[src/assert_macros.svh]
// Assertion helpers shared by the RTL modules.
`ifndef ASSERT_MACROS_SVH
`define ASSERT_MACROS_SVH

// Property holds at every clock edge outside reset.
`define ACM_ASSERT(label, clk, rst_n, prop, msg) \
    label: assert property (@(posedge clk) disable iff (!rst_n) prop) else $error(msg);

// Condition never holds outside reset.
`define ACM_NEVER(label, clk, rst_n, cond, msg) \
    label: assert property (@(posedge clk) disable iff (!rst_n) !(cond)) else $error(msg);

`endif

[src/acm_pkg.sv]
`timescale 1ns / 1ps
// ----------------------------------------------------------------------------
// acm_pkg
// Types and constants for the stereo capture converter and level meter.
// ----------------------------------------------------------------------------
package acm_pkg;

    localparam int MAX_FRAMES   = 4096;
    localparam int MAX_CHANNELS = 8;
    localparam int FCNT_W       = $clog2(MAX_FRAMES + 1);
    localparam int POS_W        = 3;
    localparam int SUM_W        = 44;
    localparam int QDEPTH       = 4;
    localparam int QPTR_W       = $clog2(QDEPTH);

    localparam logic [16:0] KEEP_WEIGHT = 17'd55706;
    localparam logic [13:0] NEW_WEIGHT  = 14'd9830;

    localparam logic [1:0] FMT_INT16 = 2'd0;
    localparam logic [1:0] FMT_INT24 = 2'd1;
    localparam logic [1:0] FMT_INT32 = 2'd2;
    localparam logic [1:0] FMT_FLOAT = 2'd3;

    localparam logic [0:0] REG_CHANNEL_COUNT = 1'd0;
    localparam logic [0:0] REG_SAMPLE_FORMAT = 1'd1;

    typedef struct packed {
        logic [31:0] sample_word;
        logic        packet_end;
        logic        silent;
    } t_in_item;

    typedef struct packed {
        logic signed [31:0] left_sample;
        logic signed [31:0] right_sample;
        logic        [30:0] level_left;
        logic        [30:0] level_right;
        logic               packet_last;
    } t_out_item;

    typedef struct packed {
        logic [31:0] left;
        logic [31:0] right;
        logic        last;
    } t_frame;

endpackage

[src/acm_front.sv]
`timescale 1ns / 1ps
// ----------------------------------------------------------------------------
// acm_front
// Converts each sample to Q1.31, tracks the channel position and builds
// one stereo frame record per completed frame.
// ----------------------------------------------------------------------------
module acm_front (
    input  logic              i_clk,
    input  logic              i_rst_n,
    input  logic              i_accept,
    input  acm_pkg::t_in_item i_item,
    input  logic [3:0]        i_channel_count,
    input  logic [1:0]        i_sample_format,
    output logic              o_push,
    output acm_pkg::t_frame   o_frame
);

    logic [acm_pkg::POS_W-1:0] r_pos;
    logic [31:0]               r_left;
    logic [31:0]               r_right;

    logic [3:0]  n_ch;
    logic [31:0] conv;
    logic [31:0] s;
    logic        done;
    logic [31:0] l_new;
    logic [31:0] r_new;

    // Float to Q1.31, truncating toward zero.
    function automatic logic [31:0] float_q31(input logic [31:0] w);
        logic        neg;
        logic [7:0]  e;
        logic [22:0] f;
        logic [23:0] mant;
        logic [7:0]  sh;
        logic [31:0] mag;
        neg  = w[31];
        e    = w[30:23];
        f    = w[22:0];
        mant = {1'b1, f};
        mag  = '0;
        if (e == 8'd255 && f != '0) begin
            return '0;
        end
        if (e >= 8'd127) begin
            return neg ? 32'h8000_0000 : 32'h7FFF_FFFF;
        end
        if (e == 8'd0) begin
            return '0;
        end
        if (e >= 8'd119) begin
            sh  = e - 8'd119;
            mag = {8'd0, mant} << sh[2:0];
        end else begin
            sh  = 8'd119 - e;
            mag = (sh >= 8'd32) ? '0 : ({8'd0, mant} >> sh[4:0]);
        end
        return neg ? (32'd0 - mag) : mag;
    endfunction

    always_comb begin
        if (i_channel_count == 4'd0) begin
            n_ch = 4'd1;
        end else if (i_channel_count > 4'(acm_pkg::MAX_CHANNELS)) begin
            n_ch = 4'(acm_pkg::MAX_CHANNELS);
        end else begin
            n_ch = i_channel_count;
        end
    end

    always_comb begin
        unique case (i_sample_format)
            acm_pkg::FMT_INT16: conv = {i_item.sample_word[15:0], 16'd0};
            acm_pkg::FMT_INT24: conv = {i_item.sample_word[23:0], 8'd0};
            acm_pkg::FMT_INT32: conv = i_item.sample_word;
            acm_pkg::FMT_FLOAT: conv = float_q31(i_item.sample_word);
            default:            conv = '0;
        endcase
    end

    assign s     = i_item.silent ? '0 : conv;
    assign done  = ({1'b0, r_pos} + 4'd1) >= n_ch;
    assign l_new = (r_pos == '0) ? s : r_left;
    assign r_new = (n_ch == 4'd1) ? l_new : ((r_pos == 3'd1) ? s : r_right);

    assign o_push  = i_accept && done;
    assign o_frame = '{left: l_new, right: r_new, last: i_item.packet_end};

    always_ff @(posedge i_clk) begin
        if (!i_rst_n) begin
            r_pos   <= '0;
            r_left  <= '0;
            r_right <= '0;
        end else if (i_accept) begin
            if (r_pos == '0) begin
                r_left <= s;
            end
            if (r_pos == 3'd1) begin
                r_right <= s;
            end
            r_pos <= done ? '0 : r_pos + 3'd1;
        end
    end

endmodule

[src/acm_queue.sv]
`timescale 1ns / 1ps
// ----------------------------------------------------------------------------
// acm_queue
// Short frame queue between the converter and the level meter.
// ----------------------------------------------------------------------------
`include "assert_macros.svh"

module acm_queue (
    input  logic            i_clk,
    input  logic            i_rst_n,
    input  logic            i_push,
    input  acm_pkg::t_frame i_data,
    input  logic            i_pop,
    output acm_pkg::t_frame o_data,
    output logic            o_full,
    output logic            o_empty
);

    acm_pkg::t_frame                r_mem [acm_pkg::QDEPTH];
    logic [acm_pkg::QPTR_W-1:0]     r_wr;
    logic [acm_pkg::QPTR_W-1:0]     r_rd;
    logic [acm_pkg::QPTR_W:0]       r_cnt;

    assign o_full  = (r_cnt == (acm_pkg::QPTR_W + 1)'(acm_pkg::QDEPTH));
    assign o_empty = (r_cnt == '0);
    assign o_data  = r_mem[r_rd];

    always_ff @(posedge i_clk) begin
        if (i_push) begin
            r_mem[r_wr] <= i_data;
        end
    end

    always_ff @(posedge i_clk) begin
        if (!i_rst_n) begin
            r_wr  <= '0;
            r_rd  <= '0;
            r_cnt <= '0;
        end else begin
            if (i_push) begin
                r_wr <= r_wr + 1'b1;
            end
            if (i_pop) begin
                r_rd <= r_rd + 1'b1;
            end
            r_cnt <= r_cnt + (acm_pkg::QPTR_W + 1)'(i_push)
                           - (acm_pkg::QPTR_W + 1)'(i_pop);
        end
    end

    `ACM_NEVER(a_no_push_full, i_clk, i_rst_n, i_push && o_full, "push into full queue")
    `ACM_NEVER(a_no_pop_empty, i_clk, i_rst_n, i_pop && o_empty, "pop from empty queue")

endmodule

[src/acm_back.sv]
`timescale 1ns / 1ps
// ----------------------------------------------------------------------------
// acm_back
// Sums squares per frame; at packet end divides, takes the root and
// smooths each channel level in turn with one shared divider and root unit.
// ----------------------------------------------------------------------------
`include "assert_macros.svh"

module acm_back (
    input  logic               i_clk,
    input  logic               i_rst_n,
    input  logic               i_q_empty,
    input  acm_pkg::t_frame    i_q_data,
    output logic               o_pop,
    output logic               o_valid,
    input  logic               i_stall,
    output acm_pkg::t_out_item o_item
);

    localparam logic [2:0] ST_IDLE   = 3'd0;
    localparam logic [2:0] ST_ACC    = 3'd1;
    localparam logic [2:0] ST_DINIT  = 3'd2;
    localparam logic [2:0] ST_DIV    = 3'd3;
    localparam logic [2:0] ST_SQINIT = 3'd4;
    localparam logic [2:0] ST_SQRT   = 3'd5;
    localparam logic [2:0] ST_SMUL   = 3'd6;
    localparam logic [2:0] ST_SADD   = 3'd7;

    localparam int FW = acm_pkg::FCNT_W;
    localparam int SW = acm_pkg::SUM_W;

    logic [2:0]          r_state;
    logic                r_side;
    logic [31:0]         r_l;
    logic [31:0]         r_r;
    logic                r_last;
    logic [31:0]         r_sq_l;
    logic [31:0]         r_sq_r;
    logic [SW-1:0]       r_sum_l;
    logic [SW-1:0]       r_sum_r;
    logic [FW-1:0]       r_fcnt;
    logic [30:0]         r_sm_l;
    logic [30:0]         r_sm_r;
    logic [SW-1:0]       r_quo;
    logic [FW-1:0]       r_rem;
    logic [5:0]          r_step;
    logic [63:0]         r_rad;
    logic [33:0]         r_srem;
    logic [31:0]         r_root;
    logic [47:0]         r_pa;
    logic [44:0]         r_pb;
    logic                r_out_valid;
    acm_pkg::t_out_item  r_out;

    logic        out_free;
    logic [31:0] mag_l;
    logic [31:0] mag_r;
    logic [FW:0] rem_sh;
    logic        div_ge;
    logic [FW:0] rem_sub;
    logic [SW-1:0] mean;
    logic [35:0] sq_t;
    logic [35:0] sq_trial;
    logic        sq_ge;
    logic [35:0] sq_sub;
    logic [30:0] rms;
    logic [48:0] smooth_sum;
    logic [30:0] sm_new;

    assign out_free = !r_out_valid || !i_stall;
    assign o_pop    = (r_state == ST_IDLE) && !i_q_empty && out_free;
    assign o_valid  = r_out_valid;
    assign o_item   = r_out;

    assign mag_l = i_q_data.left[31]  ? (32'd0 - i_q_data.left)  : i_q_data.left;
    assign mag_r = i_q_data.right[31] ? (32'd0 - i_q_data.right) : i_q_data.right;

    // Restoring divide, one quotient bit a cycle.
    assign rem_sh  = {r_rem, r_quo[SW-1]};
    assign div_ge  = rem_sh >= {1'b0, r_fcnt};
    assign rem_sub = rem_sh - {1'b0, r_fcnt};

    always_comb begin
        if (r_fcnt == '0) begin
            mean = '0;
        end else if (r_quo > SW'(64'h3F_FFFF_FFFF)) begin
            mean = SW'(64'h3F_FFFF_FFFF);
        end else begin
            mean = r_quo;
        end
    end

    // Digit-by-digit root, one result bit a cycle.
    assign sq_t     = {r_srem, r_rad[63:62]};
    assign sq_trial = {2'b00, r_root, 2'b01};
    assign sq_ge    = sq_t >= sq_trial;
    assign sq_sub   = sq_t - sq_trial;

    assign rms        = r_root[31] ? 31'h7FFF_FFFF : r_root[30:0];
    assign smooth_sum = {1'b0, r_pa} + {4'd0, r_pb} + 49'd32768;
    assign sm_new     = smooth_sum[46:16];

    always_ff @(posedge i_clk) begin
        if (o_pop) begin
            r_l    <= i_q_data.left;
            r_r    <= i_q_data.right;
            r_last <= i_q_data.last;
            r_sq_l <= mag_l[31:16] * mag_l[31:16];
            r_sq_r <= mag_r[31:16] * mag_r[31:16];
        end
        unique case (r_state)
            ST_DINIT: begin
                r_quo  <= r_side ? r_sum_r : r_sum_l;
                r_rem  <= '0;
                r_step <= '0;
            end
            ST_DIV: begin
                r_quo <= {r_quo[SW-2:0], div_ge};
                r_rem <= div_ge ? rem_sub[FW-1:0] : rem_sh[FW-1:0];
                r_step <= r_step + 6'd1;
            end
            ST_SQINIT: begin
                r_rad  <= {mean[31:0], 32'd0};
                r_srem <= '0;
                r_root <= '0;
                r_step <= '0;
            end
            ST_SQRT: begin
                r_rad  <= {r_rad[61:0], 2'b00};
                r_srem <= sq_ge ? sq_sub[33:0] : sq_t[33:0];
                r_root <= {r_root[30:0], sq_ge};
                r_step <= r_step + 6'd1;
            end
            ST_SMUL: begin
                r_pa <= (r_side ? r_sm_r : r_sm_l) * acm_pkg::KEEP_WEIGHT;
                r_pb <= rms * acm_pkg::NEW_WEIGHT;
            end
            default: begin
            end
        endcase
    end

    always_ff @(posedge i_clk) begin
        if (!i_rst_n) begin
            r_state     <= ST_IDLE;
            r_side      <= 1'b0;
            r_sum_l     <= '0;
            r_sum_r     <= '0;
            r_fcnt      <= '0;
            r_sm_l      <= '0;
            r_sm_r      <= '0;
            r_out_valid <= 1'b0;
        end else begin
            if (r_out_valid && !i_stall) begin
                r_out_valid <= 1'b0;
            end
            unique case (r_state)
                ST_IDLE: begin
                    if (o_pop) begin
                        r_state <= ST_ACC;
                    end
                end
                ST_ACC: begin
                    if (r_fcnt < FW'(acm_pkg::MAX_FRAMES)) begin
                        r_fcnt  <= r_fcnt + 1'b1;
                        r_sum_l <= r_sum_l + SW'(r_sq_l);
                        r_sum_r <= r_sum_r + SW'(r_sq_r);
                    end
                    if (r_last) begin
                        r_side  <= 1'b0;
                        r_state <= ST_DINIT;
                    end else begin
                        r_out       <= '{r_l, r_r, r_sm_l, r_sm_r, 1'b0};
                        r_out_valid <= 1'b1;
                        r_state     <= ST_IDLE;
                    end
                end
                ST_DINIT: r_state <= ST_DIV;
                ST_DIV: begin
                    if (r_step == 6'(SW - 1)) begin
                        r_state <= ST_SQINIT;
                    end
                end
                ST_SQINIT: r_state <= ST_SQRT;
                ST_SQRT: begin
                    if (r_step == 6'd31) begin
                        r_state <= ST_SMUL;
                    end
                end
                ST_SMUL: r_state <= ST_SADD;
                ST_SADD: begin
                    if (!r_side) begin
                        r_sm_l  <= sm_new;
                        r_side  <= 1'b1;
                        r_state <= ST_DINIT;
                    end else begin
                        r_sm_r      <= sm_new;
                        r_sum_l     <= '0;
                        r_sum_r     <= '0;
                        r_fcnt      <= '0;
                        r_out       <= '{r_l, r_r, r_sm_l, sm_new, 1'b1};
                        r_out_valid <= 1'b1;
                        r_state     <= ST_IDLE;
                    end
                end
                default: r_state <= ST_IDLE;
            endcase
        end
    end

    `ACM_ASSERT(a_fcnt_cap, i_clk, i_rst_n, r_fcnt <= FW'(acm_pkg::MAX_FRAMES), "frame count over cap")
    `ACM_ASSERT(a_out_free_on_pop, i_clk, i_rst_n, o_pop |=> !r_out_valid, "result slot busy after pop")

endmodule

[src/audio_capture_stereo_level_meter_core.sv]
`timescale 1ns / 1ps
// ----------------------------------------------------------------------------
// audio_capture_stereo_level_meter_core
// Converts interleaved captured samples to stereo Q1.31 pairs and keeps a
// smoothed RMS level per output channel.
// ----------------------------------------------------------------------------
//  channel   handshake                 payload
//  in        i_in_valid / o_in_stall   i_in_item  (t_in_item)
//  out       o_out_valid / i_out_stall o_out_item (t_out_item)
//  config    i_cfg_we                  i_cfg_idx, i_cfg_data
//
//  Samples are taken one a cycle while the four-entry frame queue has room.
//  A plain frame is popped from the queue head, registered and summed, and its
//  result registered; a packet-closing frame first runs the shared 44-step
//  divider and 32-step root unit once for each channel.
//  Synchronous active-low reset clears control state only; no clearing pass.
//  A stalled output holds its result; the queue absorbs input meanwhile.
// ----------------------------------------------------------------------------
module audio_capture_stereo_level_meter_core (
    input  logic               i_clk,
    input  logic               i_rst_n,
    input  logic               i_in_valid,
    output logic               o_in_stall,
    input  acm_pkg::t_in_item  i_in_item,
    output logic               o_out_valid,
    input  logic               i_out_stall,
    output acm_pkg::t_out_item o_out_item,
    input  logic               i_cfg_we,
    input  logic [0:0]         i_cfg_idx,
    input  logic [3:0]         i_cfg_data
);

    logic [3:0]      r_channel_count;
    logic [1:0]      r_sample_format;
    logic            accept;
    logic            push;
    logic            pop;
    logic            q_full;
    logic            q_empty;
    acm_pkg::t_frame frame_in;
    acm_pkg::t_frame frame_out;

    always_ff @(posedge i_clk) begin
        if (!i_rst_n) begin
            r_channel_count <= 4'd2;
            r_sample_format <= acm_pkg::FMT_INT16;
        end else if (i_cfg_we) begin
            unique case (i_cfg_idx)
                acm_pkg::REG_CHANNEL_COUNT: r_channel_count <= i_cfg_data;
                acm_pkg::REG_SAMPLE_FORMAT: r_sample_format <= i_cfg_data[1:0];
                default: begin
                end
            endcase
        end
    end

    assign o_in_stall = q_full;
    assign accept     = i_in_valid && !q_full;

    acm_front u_front (
        .i_clk           (i_clk),
        .i_rst_n         (i_rst_n),
        .i_accept        (accept),
        .i_item          (i_in_item),
        .i_channel_count (r_channel_count),
        .i_sample_format (r_sample_format),
        .o_push          (push),
        .o_frame         (frame_in)
    );

    acm_queue u_queue (
        .i_clk   (i_clk),
        .i_rst_n (i_rst_n),
        .i_push  (push),
        .i_data  (frame_in),
        .i_pop   (pop),
        .o_data  (frame_out),
        .o_full  (q_full),
        .o_empty (q_empty)
    );

    acm_back u_back (
        .i_clk     (i_clk),
        .i_rst_n   (i_rst_n),
        .i_q_empty (q_empty),
        .i_q_data  (frame_out),
        .o_pop     (pop),
        .o_valid   (o_out_valid),
        .i_stall   (i_out_stall),
        .o_item    (o_out_item)
    );

endmodule
[config.mk]
export PLATFORM = sky130hd
export DESIGN_NAME = audio_capture_stereo_level_meter_core
export DESIGN_NICKNAME = d
export VERILOG_FILES = /design/src/acm_pkg.sv /design/src/acm_front.sv /design/src/acm_queue.sv /design/src/acm_back.sv /design/src/audio_capture_stereo_level_meter_core.sv
export VERILOG_INCLUDE_DIRS = /design/src /design/src/src
export SDC_FILE = /design/constraint.sdc
export NUM_CORES = 2
export LEC_CHECK = 0
export ABC_AREA = 1
export BUFFER_PORTS_ARGS = -buffer_cell sky130_fd_sc_hd__buf_2
export CAP_MARGIN = 20
export CELL_PAD_IN_SITES_DETAIL_PLACEMENT = 2
export CELL_PAD_IN_SITES_GLOBAL_PLACEMENT = 2
export CORE_ASPECT_RATIO = 1.75
export CORE_UTILIZATION = 44
export CTS_CLUSTER_SIZE = 12
export DETAILED_ROUTE_END_ITERATION = 8
export PLACE_DENSITY_LB_ADDON = 0.1
export SETUP_SLACK_MARGIN = 0.4
export SYNTH_ARGS = -nofsm -noshare
export SYNTH_HDL_FRONTEND = slang
export SYNTH_SLANG_ARGS = --single-unit
export TNS_END_PERCENT = 100
[constraint.sdc]
create_clock -name i_clk -period 17.2 [get_ports i_clk]
set_clock_uncertainty 0.05 [all_clocks]
set_input_delay 0.86 -clock i_clk [delete_from_list [all_inputs] [get_ports i_clk]]
set_output_delay 0.86 -clock i_clk [all_outputs]
set_load 0.1 [all_outputs]
==> summary by stage <==
Routing
The final layout contains routed wiring with a total length of 322800 um. In this run the remaining antenna-violating nets after routing total 0. The number of design rule violations left after detail routing is 0. The number of DRC markers in iteration 0 is 2747. The total number of vias is 67.78k. After detailed routing, the average wire length per cell comes to 26.84 um. The number of vias per cell is 5.636. Before antenna repair, the detailed router went through 6 iterations.

CTS
The buffer levels on the longest clock path is 3. CTS built an H-tree with a depth of 3. Clock-pin slew was measured on the worst setup and hold paths at 0.07 ns.

The post-CTS resize count is 0. Counting every sink on the clock net gives 1015. The clock root buffer is clkbuf_16.

The number of clock buffers added by TritonCTS is 104. The number of hold buffers added after CTS was 0. TritonCTS built the clock tree.

Post-CTS timing repair inserted 0 buffers for setup. For the worst-skew pair, the clock arrives at the later sink with an insertion delay of 0.76 ns.

Synth
The number of synthesized register bits is 1015. The fraction of registers with async set/reset is 0. The number of instances in the synthesized netlist is 9361. During synthesis, Yosys emitted a total of 0 warnings. The most frequently used flop master after synthesis is edfxtp_1. The average instance in the mapped netlist occupies 8.721 um^2. The sequential fraction of the synthesis area is 0.3427. Yosys mapped a number of flops with a built-in enable equal to 765. The combined area of all synthesized cells is 81640 um^2.

Synthesis instantiated 62 different standard cells from the library.

Timing
The number of hold violations in the final report is 0. The setup TNS is 0 ns. In this run the tightest slew margin relative to its limit is 0.1769.

The maximum achievable frequency is 86.53 MHz. The final number of setup-violating endpoints is 0. The count of pins over their slew limit is 0.

At the pin with the least slew margin, the transition time is 1.226 ns. Final hold analysis gives a worst-case slack of 0.3061 ns. In the finished design, the share of the clock period the worst path needs comes to 0.6719. Subtracting the final worst setup slack from the clock period gives 11.56 ns. Setup repair after global routing left no endpoint under its margin.

GRT
The number of global-route vias before repair is 80.46k. The aggregate global-route resource usage is 0.3467. The initial antenna violation count is 3. Entering global routing, the biggest net connects 133 pins.

The wire length of the first global-routing pass is 486500 um. The total overflow left after global routing is 0.

Final layout
The leading cell type in the layout, fill and taps excluded is nand2_1. After filler insertion, the fill cell instance count of the layout stands at 20.30k. Leaving out fill and tap cells, the most frequent cells in the layout are nand2_1, inv_1, edfxtp_1, nor2_1, ha_1. Compared with the post-synthesis result, the final layout area differs by 8.668%.

The number of nets in the final layout is 10.95k. Of the cells placed in the final design, the portion with a size suffix greater than 1 is 0.05567.

Setup path
The critical path is of the reg2reg type. In this run the worst path has a maximum fanout of 88. STA classifies the critical path startpoint as a flip-flop. The largest single stage delay on the critical path is 0.85 ns.

The worst setup path is captured at a flip-flop. STA puts the critical path data arrival time at 11.99 ns. The required time of the worst setup path is 17.63 ns. The slowest stage of the critical path is the dfxtp_4 cell. By instance count, the cell type seen most on the critical path is nand2_1.

Die
The initial utilization of the core area, before any placement, comes to 0.4437. The area enclosed by the die boundary is 187300 um^2. In this run the vertical extent of the chip is 571.8 um.

The row count is 208. The area of the core is 184000 um^2. The chip width is 327.6 um. The I/O pin count is 173.

Placement
Input and output buffers added on the ports amount to 172. At the end of routability-driven placement, the weighted congestion stood at 0.9672. The HPWL after detailed placement is 258000 um.

Run status
The flow ran to the end, and the final reports show no timing, DRC or antenna violations.

Flow run
Max-cap violations in this run came to 0.

Worst hold path
The tightest min-delay check is of the in2reg type.
kinds of logic after synthesis:
group	after synthesis	synth area share
buffers and inverters	1980	0.09297
flip-flops	1015	0.3427
AO/OA/AOI/OAI	1518	0.1038
adder cells (fa/ha/maj)	1383	0.2721
other	2	0.00009199
AND/OR/NAND/NOR	3216	0.1607
XOR/XNOR	247	0.02769
Yosys cell counts (42+ instances only):
master | n | area share
nand2_1 | 1836 | 0.084
inv_1 | 1675 | 0.077
edfxtp_1 | 765 | 0.28
nor2_1 | 748 | 0.034
ha_1 | 729 | 0.11
fa_1 | 654 | 0.16
a21oi_1 | 632 | 0.039
o21ai_0 | 478 | 0.029
nand3_1 | 429 | 0.026
dfxtp_1 | 250 | 0.061
clkbuf_1 | 165 | 0.0076
xor2_1 | 133 | 0.014
xnor2_1 | 101 | 0.011
a31oi_1 | 88 | 0.0067
nand4_1 | 50 | 0.0038
nor3_1 | 48 | 0.0029
buf_2 | 46 | 0.0028
o21ai_1 | 46 | 0.0028
a21boi_0 | 44 | 0.0040
o211ai_1 | 42 | 0.0039
per-stage QoR:
step	std cells	cell area, um^2	setup slack, ns	utilization
floorplan	9405	81800	8.606	-
global placement	11826	85420	6.181	0.4642
detailed placement	11828	85440	5.770	0.4644
CTS	12025	88700	5.547	0.4821
global route	12027	88710	4.918	0.4822
finish	12028	88720	5.643	0.4822
critical path: cells and delay by family, from the launching register on:
kind	cells	cell delay [ns]
simple gates	15	3.07
compound gates	9	2.25
buf+inv	8	1.65
fa+ha+maj	7	2.88
flops	1	0.85
xor+xnor	1	0.47
state kept, by name (all words and copies together), names as in the netlist, 6 cells and up, named ones only:
register         flops
u_back.r_quo        44
u_back.r_root       32
u_front.r_left      32
u_back.r_srem       34
u_back.r_step        6
u_back.r_sum_l      44
u_back.r_sum_r      44
u_back.r_pb         44
u_back.r_r          32
u_back.r_sq_l       31
u_back.r_l          32
u_back.r_rad        32
u_back.r_sm_l       31
u_front.r_right     32
u_back.o_item      127
u_back.r_sq_r       31
u_back.r_pa         46
u_back.r_rem        13
u_back.r_sm_r       31
u_queue.r_mem      260
u_back.r_fcnt       13
routing by layer:
metal  routed length (um)  global-route usage
met1               101900              0.3054
met5                    0                   0
met4                29530              0.2729
met3                 8004             0.03226
met2               183400              0.6999
cell type report:
class                           count  area [um^2]  area share
Multi-Input combinational cell   6410        46380      0.5227
Timing Repair Buffer              266         1592     0.01794
Clock inverter                     31        330.3    0.003723
Inverter                         1723         6477     0.07301
Tap cell                         2415         3022     0.03406
Antenna cell                        2        5.005  0.00005641
Clock buffer                      166         2929     0.03302
Sequential cell                  1015        27990      0.3155
worst paths after layout:
kind	start	to	slack (ns)	cells after the start
worst max-delay path	flip-flop	u_back.r_sq_r[29]$_DFFE_PP_	5.64	40
worst min-delay path	i_in_item[1]	u_queue.r_mem[1][0]$_DFFE_PP_	0.31	1
worst max register to register	flip-flop	u_back.r_sq_r[29]$_DFFE_PP_	5.64	40
worst min register to register	u_back.r_l[19]$_DFFE_PP_	u_back.o_item[114]$_DFFE_PP_	0.38	0
Power is left out: the tool's default activity adds up to more than one toggle a clock period on the data nets, which glitch-free logic cannot reach.
